$ cat src/sv/ptm_pkg.sv
// shared types and constants for the page table mapper
// used by ptm_ctrl, ptm_datapath and page_table_mapper; no dependencies
`default_nettype none

package ptm_pkg;

    localparam int DEF_MEM_BYTES   = 64;
    localparam int DEF_FRAME_BYTES = 16;

    localparam int         IN_W       = 24;
    localparam int         OUT_W      = 16;
    localparam logic [7:0] EMPTY_MARK = 8'hFF;
    localparam int         VPN_LSB    = 4;
    localparam int         FIRST_VPN  = 2;
    localparam int         ENTRY_STEP = 3;

    typedef enum logic [1:0] {
        ST_MAPPED  = 2'd0,
        ST_ALREADY = 2'd1,
        ST_NOFREE  = 2'd2,
        ST_FULL    = 2'd3
    } t_status;

    typedef struct packed {
        logic clr_wr;
        logic load_in;
        logic f_clear;
        logic f_inc;
        logic rd_hdr;
        logic set_table;
        logic new_table;
        logic set_data;
        logic rd_entry;
        logic rd_rw;
        logic off_inc;
        logic wr_bits;
        logic wr_vpn;
        logic wr_pfn;
        logic take_rw;
        logic free_data;
        logic load_out;
    } t_cmd;

    typedef struct packed {
        logic clr_last;
        logic hdr_match;
        logic frame_free;
        logic f_last;
        logic vpn_match;
        logic entry_empty;
        logic more_entries;
        logic out_free;
    } t_stat;

endpackage

`default_nettype wire

$ cat src/sv/page_table_mapper.sv
// page table mapper top level: joins ptm_ctrl and ptm_datapath
// depends on ptm_pkg, ptm_ctrl, ptm_datapath
`default_nettype none

// Maps one virtual page per request into a small physical memory of
// MEM_BYTES bytes cut into MEM_BYTES / FRAME_BYTES frames, each process
// owning one page-table frame found by its id in the frame's first byte.
// Requests are handled one at a time. A request runs a header search (one
// memory read and one compare per frame, single read port), then the table
// and data free-frame scans, a read and a compare per table entry scanned,
// then the entry write or the rw read, and last loads the result and goes
// back to idle for the next beat; it takes longer while the previous result
// beat still waits for i_m_tready. After reset the block clears the memory
// to the empty marker, one byte a cycle, and takes no request during that
// pass.
module page_table_mapper #(
    parameter int MEM_BYTES   = ptm_pkg::DEF_MEM_BYTES,
    parameter int FRAME_BYTES = ptm_pkg::DEF_FRAME_BYTES
) (
    input  wire logic                      i_clk,
    input  wire logic                      i_rst_n,
    input  wire logic                      i_s_tvalid,
    output logic                           o_s_tready,
    // pid[7:0], vaddr[13:8], entry_bits[21:14], zero fill
    input  wire logic [ptm_pkg::IN_W-1:0]  i_s_tdata,
    output logic                           o_m_tvalid,
    input  wire logic                      i_m_tready,
    // status[1:0], table_created[2], table_frame[4:3], data_frame[6:5],
    // page_number[8:7], existing_rw[9], zero fill
    output logic [ptm_pkg::OUT_W-1:0]      o_m_tdata
);

    ptm_pkg::t_cmd  cmd;
    ptm_pkg::t_stat stat;

    ptm_ctrl u_ctrl (
        .i_clk      (i_clk),
        .i_rst_n    (i_rst_n),
        .i_s_tvalid (i_s_tvalid),
        .o_s_tready (o_s_tready),
        .i_stat     (stat),
        .o_cmd      (cmd)
    );

    ptm_datapath #(
        .MEM_BYTES   (MEM_BYTES),
        .FRAME_BYTES (FRAME_BYTES)
    ) u_dp (
        .i_clk      (i_clk),
        .i_rst_n    (i_rst_n),
        .i_cmd      (cmd),
        .o_stat     (stat),
        .i_s_tdata  (i_s_tdata),
        .o_m_tvalid (o_m_tvalid),
        .i_m_tready (i_m_tready),
        .o_m_tdata  (o_m_tdata)
    );

endmodule

`default_nettype wire

$ cat src/sv/ptm_datapath.sv
// datapath: physical memory, frame used flags, request and result registers
// depends on ptm_pkg; driven by ptm_ctrl commands
`default_nettype none

module ptm_datapath #(
    parameter int MEM_BYTES   = ptm_pkg::DEF_MEM_BYTES,
    parameter int FRAME_BYTES = ptm_pkg::DEF_FRAME_BYTES
) (
    input  wire logic                    i_clk,
    input  wire logic                    i_rst_n,
    input  wire ptm_pkg::t_cmd           i_cmd,
    output ptm_pkg::t_stat               o_stat,
    input  wire logic [ptm_pkg::IN_W-1:0] i_s_tdata,
    output logic                         o_m_tvalid,
    input  wire logic                    i_m_tready,
    output logic [ptm_pkg::OUT_W-1:0]    o_m_tdata
);

    localparam int NUM_FRAMES = MEM_BYTES / FRAME_BYTES;
    localparam int AW = $clog2(MEM_BYTES);
    localparam int FW = (NUM_FRAMES > 1) ? $clog2(NUM_FRAMES) : 1;
    localparam int OW = $clog2(FRAME_BYTES + 4);

    logic [7:0] r_mem [MEM_BYTES];
    logic [7:0] r_rdata;

    logic [NUM_FRAMES-1:0] r_used;
    logic [AW-1:0]         r_clr;
    logic [FW-1:0]         r_f;
    logic [FW-1:0]         r_table;
    logic [FW-1:0]         r_data;
    logic [OW-1:0]         r_off;

    logic [7:0] r_pid;
    logic [1:0] r_vpn;
    logic [7:0] r_bits;

    ptm_pkg::t_status r_status;
    logic             r_created;
    logic [1:0]       r_tframe;
    logic [1:0]       r_dframe;
    logic             r_rw;

    logic             r_ovalid;
    logic [ptm_pkg::OUT_W-1:0] r_odata;

    logic [AW-1:0] base_f;
    logic [AW-1:0] base_t;
    logic [AW-1:0] e_addr;
    logic [AW-1:0] rd_addr;
    logic [AW-1:0] wr_addr;
    logic [7:0]    wr_data;
    logic          wr_en;
    logic [OW:0]   off_next_end;

    assign base_f = AW'(r_f) * AW'(FRAME_BYTES);
    assign base_t = AW'(r_table) * AW'(FRAME_BYTES);
    assign e_addr = base_t + AW'(r_off);

    always_comb begin
        if (i_cmd.rd_hdr) begin
            rd_addr = base_f;
        end else if (i_cmd.rd_rw) begin
            rd_addr = e_addr - AW'(1);
        end else begin
            rd_addr = e_addr;
        end
    end

    always_comb begin
        wr_en   = 1'b1;
        wr_addr = e_addr;
        wr_data = r_pid;
        if (i_cmd.clr_wr) begin
            wr_addr = r_clr;
            wr_data = ptm_pkg::EMPTY_MARK;
        end else if (i_cmd.new_table) begin
            wr_addr = base_f;
            wr_data = r_pid;
        end else if (i_cmd.wr_bits) begin
            wr_addr = e_addr - AW'(1);
            wr_data = r_bits;
        end else if (i_cmd.wr_vpn) begin
            wr_addr = e_addr;
            wr_data = {6'd0, r_vpn};
        end else if (i_cmd.wr_pfn) begin
            wr_addr = e_addr + AW'(1);
            wr_data = 8'(r_data);
        end else begin
            wr_en = 1'b0;
        end
    end

    always_ff @(posedge i_clk) begin
        if (wr_en) begin
            r_mem[wr_addr] <= wr_data;
        end
        r_rdata <= r_mem[rd_addr];
    end

    assign off_next_end = {1'b0, r_off} + (OW+1)'(4);

    assign o_stat.clr_last     = (r_clr == AW'(MEM_BYTES - 1));
    assign o_stat.hdr_match    = (r_rdata == r_pid);
    assign o_stat.frame_free   = !r_used[r_f];
    assign o_stat.f_last       = (r_f == FW'(NUM_FRAMES - 1));
    assign o_stat.vpn_match    = (r_rdata == {6'd0, r_vpn});
    assign o_stat.entry_empty  = (r_rdata == ptm_pkg::EMPTY_MARK);
    assign o_stat.more_entries = (off_next_end < (OW+1)'(FRAME_BYTES));
    assign o_stat.out_free     = !r_ovalid || i_m_tready;

    always_ff @(posedge i_clk) begin
        if (!i_rst_n) begin
            r_used   <= '0;
            r_clr    <= '0;
            r_ovalid <= 1'b0;
        end else begin
            if (i_cmd.clr_wr) begin
                r_clr <= r_clr + AW'(1);
            end
            if (i_cmd.new_table) begin
                r_used[r_f] <= 1'b1;
            end else if (i_cmd.set_data) begin
                r_used[r_f] <= 1'b1;
            end else if (i_cmd.free_data) begin
                r_used[r_data] <= 1'b0;
            end
            if (i_cmd.load_out) begin
                r_ovalid <= 1'b1;
            end else if (i_m_tready) begin
                r_ovalid <= 1'b0;
            end
        end
    end

    always_ff @(posedge i_clk) begin
        if (i_cmd.load_in) begin
            r_pid     <= i_s_tdata[7:0];
            r_vpn     <= i_s_tdata[8+ptm_pkg::VPN_LSB +: 2];
            r_bits    <= i_s_tdata[21:14];
            r_status  <= ptm_pkg::ST_NOFREE;
            r_created <= 1'b0;
            r_tframe  <= 2'd0;
            r_dframe  <= 2'd0;
            r_rw      <= 1'b0;
        end
        if (i_cmd.f_clear) begin
            r_f <= '0;
        end else if (i_cmd.f_inc) begin
            r_f <= r_f + FW'(1);
        end
        if (i_cmd.set_table || i_cmd.new_table) begin
            r_table  <= r_f;
            r_tframe <= 2'(r_f);
        end
        if (i_cmd.new_table) begin
            r_created <= 1'b1;
        end
        if (i_cmd.set_data) begin
            r_data   <= r_f;
            r_off    <= OW'(ptm_pkg::FIRST_VPN);
            r_status <= ptm_pkg::ST_FULL;
        end
        if (i_cmd.off_inc) begin
            r_off <= r_off + OW'(ptm_pkg::ENTRY_STEP);
        end
        if (i_cmd.take_rw) begin
            r_rw     <= r_rdata[0];
            r_status <= ptm_pkg::ST_ALREADY;
        end
        if (i_cmd.wr_pfn) begin
            r_dframe <= 2'(r_data);
            r_status <= ptm_pkg::ST_MAPPED;
        end
        if (i_cmd.load_out) begin
            r_odata <= {6'd0, r_rw, r_vpn, r_dframe, r_tframe, r_created, r_status};
        end
    end

    assign o_m_tvalid = r_ovalid;
    assign o_m_tdata  = r_odata;

    a_out_no_overwrite: assert property (@(posedge i_clk) disable iff (!i_rst_n)
        i_cmd.load_out |-> (!r_ovalid || i_m_tready))
        else $error("result loaded over a beat not yet taken");

    a_free_clears: assert property (@(posedge i_clk) disable iff (!i_rst_n)
        i_cmd.free_data |=> !r_used[r_data])
        else $error("released data frame still marked used");

    a_data_from_free: assert property (@(posedge i_clk) disable iff (!i_rst_n)
        i_cmd.set_data |-> !r_used[r_f])
        else $error("data frame taken from a used frame");

endmodule

`default_nettype wire

$ cat src/sv/ptm_ctrl.sv
// controller state machine for the page table mapper
// depends on ptm_pkg; issues commands to ptm_datapath
`default_nettype none

module ptm_ctrl (
    input  wire logic           i_clk,
    input  wire logic           i_rst_n,
    input  wire logic           i_s_tvalid,
    output logic                o_s_tready,
    input  wire ptm_pkg::t_stat i_stat,
    output ptm_pkg::t_cmd       o_cmd
);

    typedef enum logic [12:0] {
        S_CLEAR  = 13'b0000000000001,
        S_IDLE   = 13'b0000000000010,
        S_HDR_RD = 13'b0000000000100,
        S_HDR_CK = 13'b0000000001000,
        S_TSCAN  = 13'b0000000010000,
        S_DSCAN  = 13'b0000000100000,
        S_ERD    = 13'b0000001000000,
        S_ECK    = 13'b0000010000000,
        S_RW_RD  = 13'b0000100000000,
        S_RW_CK  = 13'b0001000000000,
        S_W_VPN  = 13'b0010000000000,
        S_W_PFN  = 13'b0100000000000,
        S_FIN    = 13'b1000000000000
    } t_state;

    t_state r_state;
    t_state n_state;

    assign o_s_tready = (r_state == S_IDLE);

    always_comb begin
        n_state = r_state;
        o_cmd   = '0;
        case (r_state)
            S_CLEAR: begin
                o_cmd.clr_wr = 1'b1;
                if (i_stat.clr_last) begin
                    n_state = S_IDLE;
                end
            end
            S_IDLE: begin
                if (i_s_tvalid) begin
                    o_cmd.load_in = 1'b1;
                    o_cmd.f_clear = 1'b1;
                    n_state       = S_HDR_RD;
                end
            end
            S_HDR_RD: begin
                o_cmd.rd_hdr = 1'b1;
                n_state      = S_HDR_CK;
            end
            S_HDR_CK: begin
                if (i_stat.hdr_match) begin
                    o_cmd.set_table = 1'b1;
                    o_cmd.f_clear   = 1'b1;
                    n_state         = S_DSCAN;
                end else if (i_stat.f_last) begin
                    o_cmd.f_clear = 1'b1;
                    n_state       = S_TSCAN;
                end else begin
                    o_cmd.f_inc = 1'b1;
                    n_state     = S_HDR_RD;
                end
            end
            S_TSCAN: begin
                if (i_stat.frame_free) begin
                    o_cmd.new_table = 1'b1;
                    o_cmd.f_clear   = 1'b1;
                    n_state         = S_DSCAN;
                end else if (i_stat.f_last) begin
                    n_state = S_FIN;
                end else begin
                    o_cmd.f_inc = 1'b1;
                end
            end
            S_DSCAN: begin
                if (i_stat.frame_free) begin
                    o_cmd.set_data = 1'b1;
                    n_state        = S_ERD;
                end else if (i_stat.f_last) begin
                    n_state = S_FIN;
                end else begin
                    o_cmd.f_inc = 1'b1;
                end
            end
            S_ERD: begin
                o_cmd.rd_entry = 1'b1;
                n_state        = S_ECK;
            end
            S_ECK: begin
                if (i_stat.vpn_match) begin
                    n_state = S_RW_RD;
                end else if (i_stat.entry_empty) begin
                    o_cmd.wr_bits = 1'b1;
                    n_state       = S_W_VPN;
                end else if (i_stat.more_entries) begin
                    o_cmd.off_inc = 1'b1;
                    n_state       = S_ERD;
                end else begin
                    o_cmd.free_data = 1'b1;
                    n_state         = S_FIN;
                end
            end
            S_RW_RD: begin
                o_cmd.rd_rw = 1'b1;
                n_state     = S_RW_CK;
            end
            S_RW_CK: begin
                o_cmd.take_rw   = 1'b1;
                o_cmd.free_data = 1'b1;
                n_state         = S_FIN;
            end
            S_W_VPN: begin
                o_cmd.wr_vpn = 1'b1;
                n_state      = S_W_PFN;
            end
            S_W_PFN: begin
                o_cmd.wr_pfn = 1'b1;
                n_state      = S_FIN;
            end
            S_FIN: begin
                if (i_stat.out_free) begin
                    o_cmd.load_out = 1'b1;
                    n_state        = S_IDLE;
                end
            end
            default: begin
                n_state = S_IDLE;
            end
        endcase
    end

    always_ff @(posedge i_clk) begin
        if (!i_rst_n) begin
            r_state <= S_CLEAR;
        end else begin
            r_state <= n_state;
        end
    end

endmodule

`default_nettype wire
$ cat config.mk
export PLATFORM = sky130hd
export DESIGN_NAME = page_table_mapper
export DESIGN_NICKNAME = d
export VERILOG_FILES = /design/src/sv/ptm_pkg.sv /design/src/sv/page_table_mapper.sv /design/src/sv/ptm_datapath.sv /design/src/sv/ptm_ctrl.sv
export SDC_FILE = /design/constraint.sdc
export NUM_CORES = 1
export LEC_CHECK = 0
export BUFFER_PORTS_ARGS = -buffer_cell sky130_fd_sc_hd__buf_2
export CAP_MARGIN = 20
export CELL_PAD_IN_SITES_DETAIL_PLACEMENT = 2
export CELL_PAD_IN_SITES_GLOBAL_PLACEMENT = 2
export CORE_MARGIN = 2
export CORE_UTILIZATION = 38
export CTS_CLUSTER_DIAMETER = 50
export DETAILED_ROUTE_END_ITERATION = 6
export PLACE_DENSITY = 0.69
export SLEW_MARGIN = 20
export SYNTH_ARGS = -nofsm -noshare
export SYNTH_HDL_FRONTEND = slang
export SYNTH_HIERARCHICAL = 1
export SYNTH_SLANG_ARGS = --single-unit
$ cat constraint.sdc
create_clock -name i_clk -period 10.1 [get_ports i_clk]
set_input_delay 0.505 -clock i_clk [delete_from_list [all_inputs] [get_ports i_clk]]
set_output_delay 0.505 -clock i_clk [all_outputs]
set_load 0.1 [all_outputs]
==> flow_summary_export.csv, run 1 <==
group,metric,value,unit
run_status,outcome,"complete, no violations",
routing,drc,0,
place,port_buffers,33,
global_route,globalRoute.totalOverflow,0,
place,gp_congestion,0.837,
routing,dr_wl_met3,5690,um
routing,met1_length,45200,um
min_path,holdPathEnd,"u_dp/r_pid[5]$_DFFE_PP_",
logic_synthesis,synth_mux_area_share,5.20,%
pwr,peakVddDrop,0.000117,V
critical_path,cp-start-kind,"flip-flop",
logic_synthesis,syn_area_per_cell,11.6,um^2
timing,timing.final.ws_setup,3.99,ns
logic_synthesis,synth_edf_count,554,
logic_synthesis,ys_seq_area_share,59.5,%
place,hpwl,62100,um
clock_network,clock_latency,0.64,ns
timing,skew,0.0254,ns
logic_synthesis,ys_types,82,
routing,post_drt_wl_per_cell,30.4,um
logic_synthesis,netlist.area_leader.share,57.0,%
die,core,75900,um^2
timing,slew_headroom,28.5,%
min_path,hp-class,"input port to flip-flop",
pwr,combPwrFrac,6.4,%
min_path,holdPathStages,1,
clock_network,htree_levels,3,
finish,drive_above_1_share,12.6,%
timing,rsz0062_at_grt,"no",
pwr,power_density,196,nW/um^2
finish,final_area,33100,um^2
timing,setup_violations,0,
critical_path,r2r_slack,3.99,ns
critical_path,r2r-end,"u_dp/r_rdata[2]$_DFF_P_",
routing,routed_wl,108000,um
routing,drtIter0Drc,1902,
critical_path,worstReg2RegStart,"u_dp/r_off[0]$_SDFFCE_PN0P_",
clock_network,clock_sinks,591,
die,die_h,281,um
logic_synthesis,synth-compound-area-share,20.7,%
logic_synthesis,synth.top_cells.by_area,"edfxtp_1 57%, o21ai_0 7.4%, mux2i_1 3.1%",
logic_synthesis,yosysWarnings,6,
critical_path,crit_arrival,6.64,ns
logic_synthesis,netlist_instances,2524,
global_route,grt_pass1_vias,24500,
global_route,grt_pass1_wl,160000,um
pwr,p_leak,10.0,nW
global_route,antenna_found_initial,0,
global_route,grt_max_degree,196,
logic_synthesis,ys.flop_type,"edfxtp_1",
clock_network,cts_resized,0,
global_route,track_usage,27.4,%
logic_synthesis,synth-seq-cells,591,
pwr,power.switching,1.56,mW
clock_network,cts_setup_buffers,0,
pwr,swShare,24.0,%
logic_synthesis,synth_top_area_cell,"edfxtp_1",
die,die_width,281,um
finish,nFillCells,7665,
logic_synthesis,synth-simple-area-share,9.10,%
routing,ant_nets,0,
timing,final_min_period_over_clock_period,60.5,%
routing,vias,22600,
die,num_rows,101,
pwr,clkPwrFrac,49.8,%
logic_synthesis,syn_area,29200,um^2
place,dpl_cell_area,30000,um^2
timing,fmax,164,MHz
finish,syn_to_final_growth,13.3,%
routing,wl_met2,53600,um
logic_synthesis,yosys.area_share.xor_xnor,0.870,%
clock_network,cts.reportedPaths.clkPinSlew,0.06,ns
critical_path,cp.required,10.64,ns
job,maxCapViolCount,0,
place,pre_cts_ws,3.85,ns
critical_path,critical_path_class,"flip-flop to flip-flop",
logic_synthesis,async_flop_share,0,%
clock_network,clockBufferDepth,3,
routing,top_layer,"met4",
finish,nNetsFinal,2509,
routing,drt_pass1_iterations,5,
critical_path,crit_fanout,195,
finish,postLayoutCoreUtil,43.5,%
critical_path,cp-end-kind,"flip-flop",
die,initial_core_util,38.4,%
timing,setup_tns,0,ns
pwr,p_seq_share,43.8,%
timing,report.final.slew_viol_count,0,
pwr,p_int,4.94,mW
timing,hold_viol,0,
logic_synthesis,synth_fa_ha_area_share,0.343,%
routing,viasPerCell,6.33,
die,ios,46,
logic_synthesis,synth_top_family_by_area,"compound AO/OA/AOI/OAI gates",
min_path,worstHoldStart,"i_s_tdata[5]",
clock_network,cts_hold_buf,0,
critical_path,reg2reg_depth,13,
clock_network,cts_tree,"built",
timing,tightest_slew,1.07,ns
die,dieArea,79000,um^2
clock_network,ctsRootBufferMaster,"clkbuf_16",
clock_network,cts_buffers,89,
timing,period_needed,6.11,ns
[cells by family (layout without fill, tap and decap cells)]
group / count (synthesis) / count (layout)
and+or+nand+nor: 549 / 549
xor gates and xnor gates: 29 / 29
adders and majority gates: 8 / 8
AOI/OAI and AO/OA: 955 / 955
buffers and inverters: 255 / 265
muxes: 136 / 136
other: 1 / 7
DFF: 591 / 591
[flip-flops by register name, summed over array words and instances (netlist names)]
| register | cells |
|---|---|
| u_dp/r_mem | 512 |
| u_dp/o_m_tvalid | 1 |
| u_dp/r_clr | 6 |
| u_dp/r_dframe | 2 |
| u_dp/r_table | 2 |
| u_dp/o_m_tdata | 10 |
| u_dp/r_pid | 8 |
| u_dp/r_vpn | 2 |
| u_ctrl/r_state | 13 |
| u_dp/r_used | 4 |
| u_dp/r_tframe | 2 |
| u_dp/r_f | 2 |
| u_dp/r_data | 2 |
| u_dp/r_status | 2 |
| u_dp/r_off | 5 |
| u_dp/r_created | 1 |
| u_dp/r_bits | 8 |
| u_dp/r_rdata | 8 |
| u_dp/r_rw | 1 |
[per-stage QoR]
stage	instances	total power, mW	hold slack (ns)
final	3570	6.50	0.0428
after global routing	3569	6.66	0.0238
after CTS	3568	6.55	0.0177
after detailed placement	3411	3.30	0.415
after global placement	3410	3.28	0.408
after floorplan	2529	3.08	0.400
[cell usage in the layout, fill, tap and decap left out, types with 32 or more instances in the layout]
cell | Yosys | final
nor2_1 | 200 | 197
buf_4 | 27 | 49
o211ai_1 | 80 | 80
o21a_1 | 33 | 32
nand2_1 | 133 | 132
o21ai_0 | 430 | 430
dfxtp_1 | 37 | 37
nor2b_1 | 37 | 34
nand3_1 | 37 | 37
buf_2 | 94 | 33
mux2i_1 | 91 | 91
o22ai_1 | 59 | 59
mux2_2 | 36 | 36
clkbuf_16 | 0 | 91
a21oi_1 | 80 | 80
edfxtp_1 | 554 | 554
a211oi_1 | 32 | 32
o221ai_1 | 59 | 59
[cell type report]
cell class / instances / area (um^2) / share of cell area (%)
tap: 1030 / 1290 / 3.90
inverter: 23 / 91.3 / 0.276
clock inverter: 55 / 732 / 2.21
antenna: 1 / 2.50 / 0.00757
clock buffer: 102 / 2340 / 7.07
multi-input combinational: 1683 / 10700 / 32.2
sequential: 591 / 17400 / 52.5
timing repair buffer: 85 / 584 / 1.77
[critical path: stages, from the launching register on]
cell      delay (ns)
edfxtp_1        0.37
buf_12          0.72
inv_6           0.46
ha_1            1.15
buf_4           0.41
or2_4           0.17
buf_4           0.64
and2_1          0.60
buf_6           0.26
a221o_1         0.18
a211oi_1        0.11
a211o_1         0.32
a32o_1          0.29
a211oi_1        0.23
[worst max path at each step]
| stage | startpoint | to | slack (ns) | cells past startpoint |
|---|---|---|---|---|
| after global placement | u_dp/r_off[0]$_SDFFCE_PN0P_ | u_dp/r_rdata[3]$_DFF_P_ | 3.97 | 12 |
| final | u_dp/r_off[0]$_SDFFCE_PN0P_ | u_dp/r_rdata[2]$_DFF_P_ | 3.99 | 13 |
| after CTS | u_dp/r_off[0]$_SDFFCE_PN0P_ | u_dp/r_rdata[2]$_DFF_P_ | 3.81 | 12 |
| after global routing | u_dp/r_off[0]$_SDFFCE_PN0P_ | u_dp/r_rdata[2]$_DFF_P_ | 3.73 | 13 |
| after floorplan | u_dp/r_f[0]$_SDFFE_PP0P_ | u_dp/r_mem[60][0]$_DFFE_PP_ | 6.35 | 12 |
| after detailed placement | u_dp/r_off[0]$_SDFFCE_PN0P_ | u_dp/r_rdata[2]$_DFF_P_ | 3.85 | 12 |
[power groups by stage]
| stage | Clock, mW | Sequential [mW] | Combinational [mW] |
|---|---|---|---|
| after detailed placement | 0 | 2.90 | 0.408 |
| after global routing | 3.37 | 2.85 | 0.437 |
| after floorplan | 0 | 2.88 | 0.205 |
| final | 3.24 | 2.85 | 0.414 |
| after CTS | 3.29 | 2.85 | 0.412 |
| after global placement | 0 | 2.89 | 0.395 |
[Yosys cell counts, drive strengths merged, types with 36 or more instances]
library cell and n:
o21ai 447, mux2 36, clkbuf 98, mux2i 92, nor2b 37, o211ai 80, dfxtp 37, o221ai 59
nand2 133, nor2 201, nand3 37, a21oi 80, buf 134, edfxtp 554, o22ai 59
[metal layers]
layer  global-route usage, %  up-vias
met5                       0        -
met4                    10.7        0
met3                    4.37      209
met2                    47.1      709
met1                    34.5    12000
li1                        -     9685
(Power assumes the default switching activity.)
==> run 2: changes to the inputs <==
Settings changed: ABC_AREA set to 1, PLACE_DENSITY 0.69 to 0.72.
Clock period 10.1 ns to 5.7 ns, I/O delays scaled along.
==> flow_summary_export.csv, run 2 <==
group,metric,value,unit
clock_network,cts_tree,"built",
clock_network,cts_resized,0,
die,num_rows,98,
finish,drive_above_1_share,9.74,%
global_route,grt_max_degree,163,
pwr,p_seq_share,45.8,%
critical_path,critical_path_class,"flip-flop to flip-flop",
logic_synthesis,syn_area_per_cell,9.93,um^2
routing,drtIter0Drc,1438,
logic_synthesis,yosysWarnings,6,
finish,postLayoutCoreUtil,44.3,%
clock_network,ctsRootBufferMaster,"clkbuf_16",
timing,skew,0.0256,ns
finish,syn_to_final_growth,14.9,%
die,dieArea,74900,um^2
finish,multiInputGateArea,7290,um^2
logic_synthesis,netlist_instances,2784,
run_status,outcome,"complete, no violations",
min_path,holdPathEnd,"u_ctrl/r_state[1]$_SDFFE_PN0P_",
clock_network,htree_levels,3,
critical_path,cp-start-kind,"flip-flop",
pwr,combPwrFrac,5.6,%
pwr,peakVddDrop,0.000226,V
clock_network,cts.reportedPaths.clkPinSlew,0.05,ns
timing,setup_violations,0,
job,maxCapViolCount,0,
clock_network,cts_buffers,83,
min_path,worstHoldStart,"i_s_tvalid",
clock_network,cts_setup_buffers,0,
pwr,power.switching,2.54,mW
routing,drc,0,
finish,diodes,0,
min_path,hp-class,"input port to flip-flop",
global_route,antenna_found_initial,0,
die,initial_core_util,38.5,%
timing,fmax,215,MHz
critical_path,crit_fanout,11,
critical_path,cp-end-kind,"flip-flop",
clock_network,clockBufferDepth,3,
timing,tightest_slew,1.07,ns
timing,rsz0062_at_grt,"no",
timing,report.final.slew_viol_count,0,
critical_path,cp.required,5.95,ns
finish,seq_area,17400,um^2
timing,setup_tns,0,ns
critical_path,crit_arrival,4.90,ns
die,die_h,274,um
die,die_width,274,um
routing,vias,21000,
clock_network,cts_hold_buf,19,
global_route,grt_pass1_wl,145000,um
pwr,p_int,8.23,mW
pwr,clkPwrFrac,48.6,%
clock_network,clock_latency,0.63,ns
pwr,swShare,23.6,%
critical_path,r2r-end,"u_dp/r_mem[36][5]$_DFFE_PP_",
clock_network,clock_sinks,591,
timing,final_min_period_over_clock_period,81.6,%
min_path,holdPathStages,4,
place,port_buffers,33,
critical_path,r2r_slack,1.05,ns
logic_synthesis,syn_area,27600,um^2
finish,nFillCells,7467,
global_route,globalRoute.totalOverflow,0,
finish,layout_common_cells,"582 x inv_1, 554 x edfxtp_1, 533 x nand3_1",
timing,hold_viol,0,
global_route,grt_pass1_vias,23300,
pwr,p_leak,12.9,nW
timing,slew_headroom,29.0,%
routing,viasPerCell,5.50,
finish,top_register,"u_dp/r_mem",
routing,post_drt_wl_per_cell,24.8,um
routing,routed_wl,95000,um
critical_path,reg2reg_depth,13,
place,dpl_cell_area,28800,um^2
die,ios,46,
finish,final_area,31800,um^2
timing,period_needed,4.65,ns
finish,largest_reg_flops,512,
critical_path,worstReg2RegStart,"u_dp/r_rdata[4]$_DFF_P_",
finish,mostFrequentLayoutCell,"inv_1",
pwr,power_density,339,nW/um^2
place,hpwl,56300,um
finish,nNetsFinal,2847,
global_route,track_usage,25.6,%
die,core,71700,um^2
routing,ant_nets,0,
place,gp_congestion,0.828,
routing,drt_pass1_iterations,5,
-- run 2: critical path, cell delays in order (launching register included) --
cell and delay, ns:
dfxtp_1 0.34, nor4_1 0.34, nand2_1 0.12, nor4_1 0.66
nor3_1 0.12, buf_4 0.22, inv_1 0.30, nand3_1 0.16
nand3_1 0.11, and2_1 0.14, inv_1 0.04, nor2_1 0.22
nand2_1 0.67, nor2_1 0.84
-- run 2: final cells by class --
class | instances | area share (%)
Clock buffer | 93 | 6.72
Clock inverter | 57 | 2.05
Inverter | 592 | 7.03
Multi-Input combinational cell | 1431 | 22.9
Sequential cell | 591 | 54.7
Tap cell | 950 | 3.74
Timing Repair Buffer | 112 | 2.81
-- run 2: layer usage --
| metal | up-vias | GRT usage (%) | routed length [um] |
|---|---|---|---|
| li1 | 9494 | - | - |
| met1 | 11000 | 32.6 | 40500 |
| met2 | 444 | 44.8 | 48000 |
| met3 | 158 | 3.54 | 3780 |
| met4 | 0 | 8.25 | 2760 |
| met5 | - | 0 | 0 |
-- run 2: metrics by stage --
step	hold slack [ns]	worst slack (ns)	total power, mW	std cells
after floorplan	0.355	0.919	5.29	2789
after global placement	0.409	1.30	5.57	3657
after detailed placement	0.427	1.16	5.60	3657
after CTS	0.00769	1.09	10.9	3826
after global routing	0.0765	0.735	11.1	3826
final	0.0378	1.05	10.8	3826
-- run 2: power groups by stage --
stage / logic [mW] / registers, mW / clock network (mW)
CTS: 0.602 / 4.93 / 5.35
global route: 0.638 / 4.93 / 5.52
global placement: 0.558 / 5.01 / 0
floorplan: 0.269 / 5.02 / 0
detailed placement: 0.586 / 5.02 / 0
finish: 0.599 / 4.93 / 5.24
-- run 2: worst max-delay path by stage --
stage | slack (ns) | cells past startpoint | to | startpoint
CTS | 1.09 | 13 | u_dp/r_mem[6][1]$_DFFE_PP_ | u_dp/r_rdata[4]$_DFF_P_
global placement | 1.30 | 13 | u_dp/r_mem[60][5]$_DFFE_PP_ | u_dp/r_rdata[4]$_DFF_P_
global route | 0.73 | 13 | u_dp/r_mem[60][4]$_DFFE_PP_ | u_dp/r_rdata[4]$_DFF_P_
finish | 1.05 | 13 | u_dp/r_mem[36][5]$_DFFE_PP_ | u_dp/r_rdata[4]$_DFF_P_
floorplan | 0.92 | 9 | u_dp/r_mem[0][1]$_DFFE_PP_ | u_dp/r_rdata[4]$_DFF_P_
detailed placement | 1.16 | 13 | u_dp/r_mem[60][5]$_DFFE_PP_ | u_dp/r_rdata[4]$_DFF_P_
